## config.mk

```make
export PLATFORM = sky130hd
export DESIGN_NAME = safety_output_readback_monitor
export DESIGN_NICKNAME = d
export VERILOG_FILES = /design/src/rbm_pkg.sv /design/src/rbm_in_reg.sv /design/src/rbm_core.sv /design/src/rbm_out_reg.sv /design/src/safety_output_readback_monitor.sv
export SDC_FILE = /design/constraint.sdc
export NUM_CORES = 1
export LEC_CHECK = 0
export CAP_MARGIN = 20
export CORE_MARGIN = 4
export CORE_UTILIZATION = 31
export DETAILED_ROUTE_END_ITERATION = 8
export DONT_BUFFER_PORTS = 1
export GPL_TIMING_DRIVEN = 0
export SYNTH_ARGS = -nofsm -noshare
export SYNTH_HDL_FRONTEND = slang
export SYNTH_SLANG_ARGS = --single-unit
export TNS_END_PERCENT = 20
```

## constraint.sdc

```tcl
create_clock -name clk -period 12.95 [get_ports clk]
set_input_delay 0.6475 -clock clk [delete_from_list [all_inputs] [get_ports clk]]
set_output_delay 0.6475 -clock clk [all_outputs]
set_load 0.03 [all_outputs]
```

## src/rbm_pkg.sv

```systemverilog
package rbm_pkg;

	// Default width of the check and error counters
	localparam int COUNTER_WIDTH_DEF = 32;

	// Event codes carried in the input tuser
	localparam logic [1:0] CMD_PROCESS = 2'd0;
	localparam logic [1:0] CMD_SET     = 2'd1;
	localparam logic [1:0] CMD_CLEAR   = 2'd2;

	// Configuration register indexes
	localparam logic [7:0] CFG_STABILIZATION = 8'd0;
	localparam logic [7:0] CFG_CHECK_INTERVAL = 8'd1;

	// Register reset values
	localparam logic [15:0] STABILIZATION_RST = 16'd10;
	localparam logic [15:0] CHECK_INTERVAL_RST = 16'd100;

	// Beat widths
	localparam int IN_TDATA_W  = 40;
	localparam int OUT_TDATA_W = 72;

	typedef struct packed {
		logic [1:0]  cmd;
		logic [31:0] now_ms;
		logic        pin_level;
	} in_item_t;

	typedef struct packed {
		logic        drive_level;
		logic        success;
		logic        level_changed;
		logic        error_code;
		logic        confirmed_state;
		logic [31:0] checks_done;
		logic [31:0] errors_seen;
	} result_t;

	typedef struct packed {
		logic        valid;
		logic [7:0]  index;
		logic [15:0] data;
	} cfg_wr_t;

endpackage

```

## src/rbm_in_reg.sv

```systemverilog
module rbm_in_reg (
	input  logic               clk,
	input  logic               arst_n,
	input  logic               in_valid,
	output logic               in_ready,
	input  rbm_pkg::in_item_t  in_item,
	input  logic               advance,
	output logic               valid_s1,
	output rbm_pkg::in_item_t  item_s1
);

	// Take a new beat when empty or when the held one moves on this cycle
	assign in_ready = !valid_s1 || advance;

	// Track occupancy
	always_ff @(posedge clk or negedge arst_n) begin
		if (!arst_n) begin
			valid_s1 <= 1'b0;
		end else if (in_ready) begin
			valid_s1 <= in_valid;
		end
	end

	// Hold the payload
	always_ff @(posedge clk) begin
		if (in_ready && in_valid) begin
			item_s1 <= in_item;
		end
	end

endmodule

```

## src/rbm_core.sv

```systemverilog
module rbm_core #(
	parameter int COUNTER_WIDTH = rbm_pkg::COUNTER_WIDTH_DEF
) (
	input  logic               clk,
	input  logic               arst_n,
	input  rbm_pkg::cfg_wr_t   cfg_wr,
	input  logic               advance,
	input  rbm_pkg::in_item_t  item_s1,
	output rbm_pkg::result_t   result
);

	logic [15:0] stabilization_q;
	logic [15:0] check_interval_q;

	logic                     target_high_q, target_high_n;
	logic                     confirmed_q, confirmed_n;
	logic                     first_pending_q, first_pending_n;
	logic [31:0]              clear_stamp_q, clear_stamp_n;
	logic [31:0]              last_check_q, last_check_n;
	logic [COUNTER_WIDTH-1:0] check_total_q, check_total_n;
	logic [COUNTER_WIDTH-1:0] error_total_q, error_total_n;

	logic [31:0] since_clear;
	logic [31:0] since_check;
	logic        check_due;
	logic        success;
	logic        changed;
	logic        err;
	logic [63:0] checks_ext;
	logic [63:0] errors_ext;

	assign since_clear = item_s1.now_ms - clear_stamp_q;
	assign since_check = item_s1.now_ms - last_check_q;

	// Evaluate one event against the current state
	always_comb begin
		target_high_n   = target_high_q;
		confirmed_n     = confirmed_q;
		first_pending_n = first_pending_q;
		clear_stamp_n   = clear_stamp_q;
		last_check_n    = last_check_q;
		check_total_n   = check_total_q;
		error_total_n   = error_total_q;
		check_due       = 1'b0;
		success         = 1'b0;
		changed         = 1'b0;
		err             = 1'b0;
		case (item_s1.cmd)
			rbm_pkg::CMD_SET: begin
				changed         = !item_s1.pin_level;
				target_high_n   = 1'b1;
				confirmed_n     = 1'b1;
				first_pending_n = 1'b0;
				last_check_n    = '0;
				success         = 1'b1;
			end
			rbm_pkg::CMD_CLEAR: begin
				changed         = item_s1.pin_level;
				target_high_n   = 1'b0;
				confirmed_n     = 1'b0;
				clear_stamp_n   = item_s1.now_ms;
				first_pending_n = 1'b1;
				last_check_n    = '0;
				success         = 1'b1;
			end
			rbm_pkg::CMD_PROCESS: begin
				if (!target_high_q) begin
					if (first_pending_q) begin
						check_due = since_clear >= {16'd0, stabilization_q};
					end else begin
						check_due = since_check >= {16'd0, check_interval_q};
					end
				end
			end
			default: ;
		endcase

		// Readback check: count it, and count or clear the failure
		if (check_due) begin
			if (check_total_q != '1) begin
				check_total_n = check_total_q + COUNTER_WIDTH'(1);
			end
			if (item_s1.pin_level) begin
				err = 1'b1;
				if (error_total_q != '1) begin
					error_total_n = error_total_q + COUNTER_WIDTH'(1);
				end
			end else begin
				first_pending_n = 1'b0;
				last_check_n    = item_s1.now_ms;
				confirmed_n     = 1'b0;
			end
		end
	end

	assign checks_ext = 64'(check_total_n);
	assign errors_ext = 64'(error_total_n);

	// Result fields follow the updated state
	always_comb begin
		result.drive_level     = target_high_n;
		result.success         = success;
		result.level_changed   = changed;
		result.error_code      = err;
		result.confirmed_state = confirmed_n;
		result.checks_done     = checks_ext[31:0];
		result.errors_seen     = errors_ext[31:0];
	end

	// Configuration registers; unknown indexes drop
	always_ff @(posedge clk or negedge arst_n) begin
		if (!arst_n) begin
			stabilization_q  <= rbm_pkg::STABILIZATION_RST;
			check_interval_q <= rbm_pkg::CHECK_INTERVAL_RST;
		end else if (cfg_wr.valid) begin
			if (cfg_wr.index == rbm_pkg::CFG_STABILIZATION) begin
				stabilization_q <= cfg_wr.data;
			end else if (cfg_wr.index == rbm_pkg::CFG_CHECK_INTERVAL) begin
				check_interval_q <= cfg_wr.data;
			end
		end
	end

	// Advance the monitor state once per event
	always_ff @(posedge clk or negedge arst_n) begin
		if (!arst_n) begin
			target_high_q   <= 1'b0;
			confirmed_q     <= 1'b0;
			first_pending_q <= 1'b0;
			clear_stamp_q   <= '0;
			last_check_q    <= '0;
			check_total_q   <= '0;
			error_total_q   <= '0;
		end else if (advance) begin
			target_high_q   <= target_high_n;
			confirmed_q     <= confirmed_n;
			first_pending_q <= first_pending_n;
			clear_stamp_q   <= clear_stamp_n;
			last_check_q    <= last_check_n;
			check_total_q   <= check_total_n;
			error_total_q   <= error_total_n;
		end
	end

endmodule

```

## src/rbm_out_reg.sv

```systemverilog
module rbm_out_reg (
	input  logic              clk,
	input  logic              arst_n,
	input  logic              load,
	input  rbm_pkg::result_t  result,
	output logic              load_ok,
	output logic              out_valid,
	input  logic              out_ready,
	output rbm_pkg::result_t  out_result
);

	// Free when empty or when the held beat leaves now
	assign load_ok = !out_valid || out_ready;

	always_ff @(posedge clk or negedge arst_n) begin
		if (!arst_n) begin
			out_valid <= 1'b0;
		end else if (load_ok) begin
			out_valid <= load;
		end
	end

	// Hold the result until taken
	always_ff @(posedge clk) begin
		if (load) begin
			out_result <= result;
		end
	end

endmodule

```

## src/safety_output_readback_monitor.sv

```systemverilog
// An accepted input beat is held in the input register, its result beat in the result
// register on the master side. Throughput: one event per cycle while m_tready allows;
// each event is evaluated combinationally between the input and result registers.
// Reset (arst_n low, asynchronous): both sides empty, line driven low, no check
// pending, stamps and counters zero, registers at stabilization 10 ms, interval 100 ms.
module safety_output_readback_monitor #(
	parameter int COUNTER_WIDTH = rbm_pkg::COUNTER_WIDTH_DEF
) (
	input  logic                             clk,
	input  logic                             arst_n,
	input  logic                             s_tvalid,
	output logic                             s_tready,
	input  logic [rbm_pkg::IN_TDATA_W-1:0]   s_tdata,  // now_ms[31:0], pin_level, zero pad
	input  logic [1:0]                       s_tuser,  // cmd[1:0]
	output logic                             m_tvalid,
	input  logic                             m_tready,
	// drive_level, success, level_changed, error_code, confirmed_state,
	// checks_done[31:0], errors_seen[31:0], zero pad
	output logic [rbm_pkg::OUT_TDATA_W-1:0]  m_tdata,
	input  logic                             cfg_valid,
	output logic                             cfg_ready,
	input  logic [7:0]                       cfg_index,
	input  logic [15:0]                      cfg_data
);

	rbm_pkg::in_item_t in_item;
	rbm_pkg::in_item_t item_s1;
	rbm_pkg::result_t  result;
	rbm_pkg::result_t  out_result;
	rbm_pkg::cfg_wr_t  cfg_wr;
	logic              valid_s1;
	logic              load_ok;
	logic              advance;

	// Unpack the input beat
	assign in_item.cmd       = s_tuser;
	assign in_item.now_ms    = s_tdata[31:0];
	assign in_item.pin_level = s_tdata[32];

	// Configuration writes are always taken
	assign cfg_ready    = 1'b1;
	assign cfg_wr.valid = cfg_valid;
	assign cfg_wr.index = cfg_index;
	assign cfg_wr.data  = cfg_data;

	assign advance = valid_s1 && load_ok;

	rbm_in_reg u_in_reg (
		.clk      (clk),
		.arst_n   (arst_n),
		.in_valid (s_tvalid),
		.in_ready (s_tready),
		.in_item  (in_item),
		.advance  (advance),
		.valid_s1 (valid_s1),
		.item_s1  (item_s1)
	);

	rbm_core #(
		.COUNTER_WIDTH (COUNTER_WIDTH)
	) u_core (
		.clk     (clk),
		.arst_n  (arst_n),
		.cfg_wr  (cfg_wr),
		.advance (advance),
		.item_s1 (item_s1),
		.result  (result)
	);

	rbm_out_reg u_out_reg (
		.clk        (clk),
		.arst_n     (arst_n),
		.load       (advance),
		.result     (result),
		.load_ok    (load_ok),
		.out_valid  (m_tvalid),
		.out_ready  (m_tready),
		.out_result (out_result)
	);

	// Pack the result beat
	assign m_tdata = {3'b000,
		out_result.errors_seen,
		out_result.checks_done,
		out_result.confirmed_state,
		out_result.error_code,
		out_result.level_changed,
		out_result.success,
		out_result.drive_level};

	// An accepted input beat lands in the input register
	a_in_capture: assert property (@(posedge clk) disable iff (!arst_n)
		s_tvalid && s_tready |=> valid_s1)
		else $error("accepted input beat not registered");

	// An evaluated event always produces a result beat
	a_result_out: assert property (@(posedge clk) disable iff (!arst_n)
		advance |=> m_tvalid)
		else $error("evaluated event produced no result");

	// A set event drives the line high in its result
	a_set_drives: assert property (@(posedge clk) disable iff (!arst_n)
		advance && item_s1.cmd == rbm_pkg::CMD_SET |=> m_tvalid && m_tdata[0] && m_tdata[1])
		else $error("set event did not drive line high");

	// A failed check only happens while the line is driven low
	a_err_low: assert property (@(posedge clk) disable iff (!arst_n)
		advance && result.error_code |=> !m_tdata[0] && !m_tdata[1])
		else $error("readback error reported while driven high");

endmodule
```

[Word level (Yosys, flattened, before mapping)]
Cells that the tools add are included.
Word-level totals
  flip-flop bits (word level): 269
  input port bits: 71
  output and inout port bits: 75
  word-level logic and storage cells: 67
Cells by class
  add/sub/neg operators: 4
  $lt $le $gt $ge: 2
  equality and inequality tests: 5
  multiplexer cells: 21
  bitwise gates (word level): 1
  reduce and logical (&&, ||, !) cells: 13
Operators by type and width (number)
  2-to-1 mux 32 bit: 8
  adder 32 x 1 -> 32 bit (second input constant): 2
  greater-or-equal comparator 32 x 16 -> 1 bit: 2
  != test 32 bit (second input constant): 2
  subtractor 32 bit: 2
  2-to-1 mux 1 bit: 9
  equality test 8 x 1 -> 1 bit (second input constant): 1
  zero test 8 bit: 1
  one-hot mux 1 bit (2 select lines): 4
  AND reduction 2 bit: 2
  zero test 1 bit: 3
  AND reduction 3 bit: 1
  equality test 2 x 1 -> 1 bit (second input constant): 1
  equality test 2 bit (second input constant): 1
  logical AND 1 bit: 2
  zero test 2 bit: 1
  logical OR 1 bit: 2
  OR reduction 2 bit: 1
  inverter 1 bit: 1

[Depth between registers and ports, before layout]
  depth in word-level cells: 6
  mapped depth: 23
  depth with buffers taken out: 21

[Cells and area by module]
A second synthesis with hierarchy kept.
Unflattened totals
  cell total of the unflattened synthesis: 1686
  area total of the unflattened synthesis: 16693.5 µm²
Modules (own cells, without submodules)
  rbm_core: times used 1, cells an instance 1568, area each 13425.4 µm², seq. area each 4085.2 µm²
  rbm_out_reg: times used 1, cells an instance 72, area each 2119.5 µm², seq. area each 2097.0 µm²
  rbm_in_reg: times used 1, cells an instance 39, area each 1104.8 µm², seq. area each 1076.0 µm²
  safety_output_readback_monitor: times used 1, cells an instance 7, area each 43.8 µm², seq. area each 0.0 µm²

[Least setup slack after synthesis]
Ideal clock, no wire load.
  path kind: reg-to-reg
  from: register, netlist name u_in_reg.item_s1[5]
  to: register, netlist name u_out_reg.out_result[14]
  setup time: 0.266 ns
  arrival time: 4.335 ns
  data required time: 12.684 ns
  setup slack: 8.349 ns
  cell stages (with the launch flop): 23
  path buffers: 3
  period minus slack after synthesis: 4.601 ns
  cells stage by stage: edfxtp_1 -> ha_1 -> and2_1 -> a311oi_1 -> nand2_1 -> a31oi_1 -> o21bai_1 -> a21oi_1 -> xnor2_1 -> ha_1 -> a21oi_1 -> nor2_1 -> a2111oi_0 -> nand4_1 -> nand2_1 -> o2111ai_1 -> nor4_1 -> o2111a_1 -> buf_2 -> buf_2 -> buf_2 -> nor3_1 -> xor2_1

==> reports/results.txt <==
Status: completed
Critical Path AT: 6.48 ns
Die H: 238 um
Slew HR: 38.3%
Starting density of the core: 31.3%
Critical R2R Capture: u_out_reg.out_result[14]
Total length of routed met2 wires: 22800 um
Post-route minimum period: 6.19 ns
Ports: 146
Switch Pwr: 917 uW
Post-route antenna net violation count: 0
Worst path slowest cell: o41ai_4
Internal power: 1780 uW
Setup Viol. Count Final: 0
Clock transition at path regs: 0.06 ns
Syn avg cell area: 9.56 um2
R2R cell count: 22
Die Wd: 238 um
CTS Buf Count: 30
Sequential share of power: 39.6%
Iter 0 DRT Violations: 979
Clock network power share: 33.7%
H-tree Lvls: 1
Vias in the first global route: 13089
Yosys warning count: 0
Worst-Skew Late Latency: 0.60 ns
CTS root buffer: clkbuf_16
Final-report hold violation count: 0
Setup CP Type: reg2reg
Gr usage total: 16.4%
Wl on met1: 20800 um
Crit end category: register
Post-CTS setup buffers: 0
Comb power frac: 26.6%
Max IR drop VDD: 0.122 mV
Grt ovf: 0
Yosys reg bits: 269
Setup TNS: 0 ns
Largest stage delay on the critical path: 0.72 ns
Mapped Cells: 1719
First-pass GRT wire length: 75200 um
Setup ws final: 6.76 ns
Most frequent cells in the layout: 186 x nand2_1, 160 x dfrtp_1, 144 x inv_1
CTS tree: built
WP buf/inv: 3
Routed vias/inst: 5.21
Worst R2R Start: u_in_reg.item_s1[8]
Cell family with most CP delay: compound AO/OA/AOI/OAI gates
Commonest non-fill, non-tap cell in the layout: nand2_1
Row cnt: 84
Pre-antenna DRT Iters: 5
Hold_buf cts: 1
Hold Path Class: in2async
Placed wire-length estimate: 35900 um
Met3 WL: 3140 um
CTS sink cnt: 269
Period utilisation layout: 47.8%
Final nets: 1929
Pre-CTS setup slack: 6.84 ns
F_max: 162 MHz
Port Buf Inserts: 0
Core Box Area: 0.0526 mm2
Post-synth EDFFs: 104
Antenna violations before repair: 4
Layout area overhead: 12.3%
Seq/Total Area, Yosys: 44.2%
Unrepaired setup endpoints after global routing: no
Worst-path cell chain: ha_1 -> clkbuf_1 -> nand2_1 -> o21ai_0 -> a31oi_1 -> and2_1 -> o21bai_1 -> a21oi_1 -> xnor2_1 -> ha_1 -> a211oi_1 -> o21ai_0 -> nor3_1 -> and3_1 -> o2111ai_1 -> nor4_1 -> o2111ai_1 -> o41ai_4 -> buf_2 -> buf_2 -> nor3_1 -> xor2_1
Layout Skew: 0.0298 ns
GPL Wtd Cong: 0.916
Resized cells post-CTS: 0
DRT Wirelength: 47800 um
Largest net degree at the start of global routing: 166
Total of max-cap violations: 0
Synthesized area: 0.0164 mm2
Top Layer Used: met5
Routed via count: 12864
Layout cells sized above 1: 6.46%
CP Max Fanout: 10
Type of origin of the critical path: register
Final Slew Violations: 0
Worst-Margin Slew: 0.925 ns
Drt wl/cell: 19.3 um
Yosys cell types: 73
Flop-to-flop setup slack: 6.76 ns
Asr flop ratio synth: 61.3%
Sw Ratio: 34.0%
Pwr Density: 146 mW/mm2
Drt drc: 0
Most used DFF post-synth: dfrtp_1
Deepest clock path buffer count: 3
Die Area: 0.0568 mm2
Data required time of the worst path: 13.24 ns
Lkg Pwr: 0.00802 uW
-- worst max-delay path by stage --
stage	from	endpoint	slack, ns	cells past startpoint
6_report	u_in_reg.item_s1[8]	u_out_reg.out_result[14]	6.76	22
5_1_grt	u_in_reg.item_s1[5]	u_out_reg.out_result[15]	6.43	21
4_1_cts	u_in_reg.item_s1[8]	u_out_reg.out_result[14]	6.80	22
3_5_place_dp	u_in_reg.item_s1[8]	u_out_reg.out_result[14]	6.84	22
3_3_place_gp	u_in_reg.item_s1[5]	u_out_reg.out_result[14]	6.87	22
2_1_floorplan	u_in_reg.item_s1[5]	u_out_reg.out_result[14]	8.35	22
-- metal layers --
layer  vias to the layer above  global-route usage (%)
li1                       6191                       -
met1                      6277                    21.9
met2                       341                    27.6
met3                        53                    3.22
met4                         2                    4.01
met5                         -                       0
-- worst register-to-register path: stages (launching register included) --
cell and delay (ns):
edfxtp_1 0.46, ha_1 0.32, clkbuf_1 0.26, nand2_1 0.08, o21ai_0 0.35, a31oi_1 0.16
and2_1 0.23, o21bai_1 0.14, a21oi_1 0.09, xnor2_1 0.28, ha_1 0.31, a211oi_1 0.26
o21ai_0 0.21, nor3_1 0.21, and3_1 0.21, o2111ai_1 0.14, nor4_1 0.19, o2111ai_1 0.25
o41ai_4 0.72, buf_2 0.39, buf_2 0.32, nor3_1 0.16, xor2_1 0.19
-- flip-flops by register name, summed over array words and instances, names as in the netlist, 16 cells and up --
signal                   count
u_core.error_total_q        32
u_core.stabilization_q      16
u_core.check_total_q        32
u_in_reg.item_s1            35
u_out_reg.out_result        69
u_core.check_interval_q     16
u_core.last_check_q         32
u_core.clear_stamp_q        32
-- cells in the mapped netlist (8+ instances only) --
cell | instances | share of area, %
edfxtp_1 | 104 | 19
nor2_1 | 82 | 1.9
dfrtp_1 | 160 | 24
xnor2_1 | 30 | 1.6
a31oi_1 | 12 | 0.46
or4_1 | 24 | 1.1
or2_2 | 8 | 0.30
a21o_1 | 20 | 0.91
o21ai_0 | 88 | 2.7
nor3b_1 | 11 | 0.50
and3_1 | 15 | 0.57
o2111ai_1 | 10 | 0.53
buf_4 | 8 | 0.37
o211ai_1 | 9 | 0.41
xor2_1 | 134 | 7.1
nor2b_1 | 15 | 0.57
nor3_1 | 52 | 1.6
nand4_1 | 40 | 1.5
nor4_1 | 63 | 2.4
clkbuf_1 | 64 | 1.5
o21bai_1 | 8 | 0.37
o21a_1 | 13 | 0.59
or3_1 | 11 | 0.42
nand3_1 | 48 | 1.5
mux2_2 | 21 | 1.4
a211oi_1 | 9 | 0.41
a21oi_1 | 78 | 2.4
inv_1 | 144 | 3.3
ha_1 | 99 | 7.5
mux2i_1 | 40 | 2.4
buf_2 | 14 | 0.43
nand2_1 | 186 | 4.2
-- power by group through the flow --
stage	Clock, uW	Sequential (uW)	Combinational [uW]
4_1_cts	933	1070	715
6_report	910	1070	718
3_3_place_gp	0	1090	682
2_1_floorplan	0	1060	521
5_1_grt	974	1080	807
3_5_place_dp	0	1080	698
-- through the flow --
stage                     instance area [um2]  hold WS (ns)  util [%]  power (uW)  instances
after floorplan                         16400         0.352         -        1590       1721
after CTS                               18400         0.112      35.1        2720       2466
final                                   18500        0.0607      35.1        2700       2470
after global routing                    18400         0.108      35.1        2860       2467
after detailed placement                17400         0.360      33.0        1780       2411
after global placement                  17300         0.360      32.9        1770       2409
-- logic make-up after synthesis --
| kind of cell | synth area share, % |
|---|---|
| compound gates | 11.5 |
| xor+xnor | 8.74 |
| fa+ha+maj | 7.78 |
| buf+inv | 5.63 |
| flops | 44.2 |
| mux | 4.01 |
| other cells | 0.0457 |
| simple gates | 18.1 |
-- final cells by class --
type                       count  area, um2
multi-input combinational   1218       8260
antenna                        3       7.51
timing repair buffer           4       80.1
inverter                     144        541
clock buffer                  37        797
sequential                   269       7260
tap                          688        861
clock inverter                17        264
fill                        5347      34100
buffer                        90        389
No activity file was read; power rests on OpenSTA's default activity.
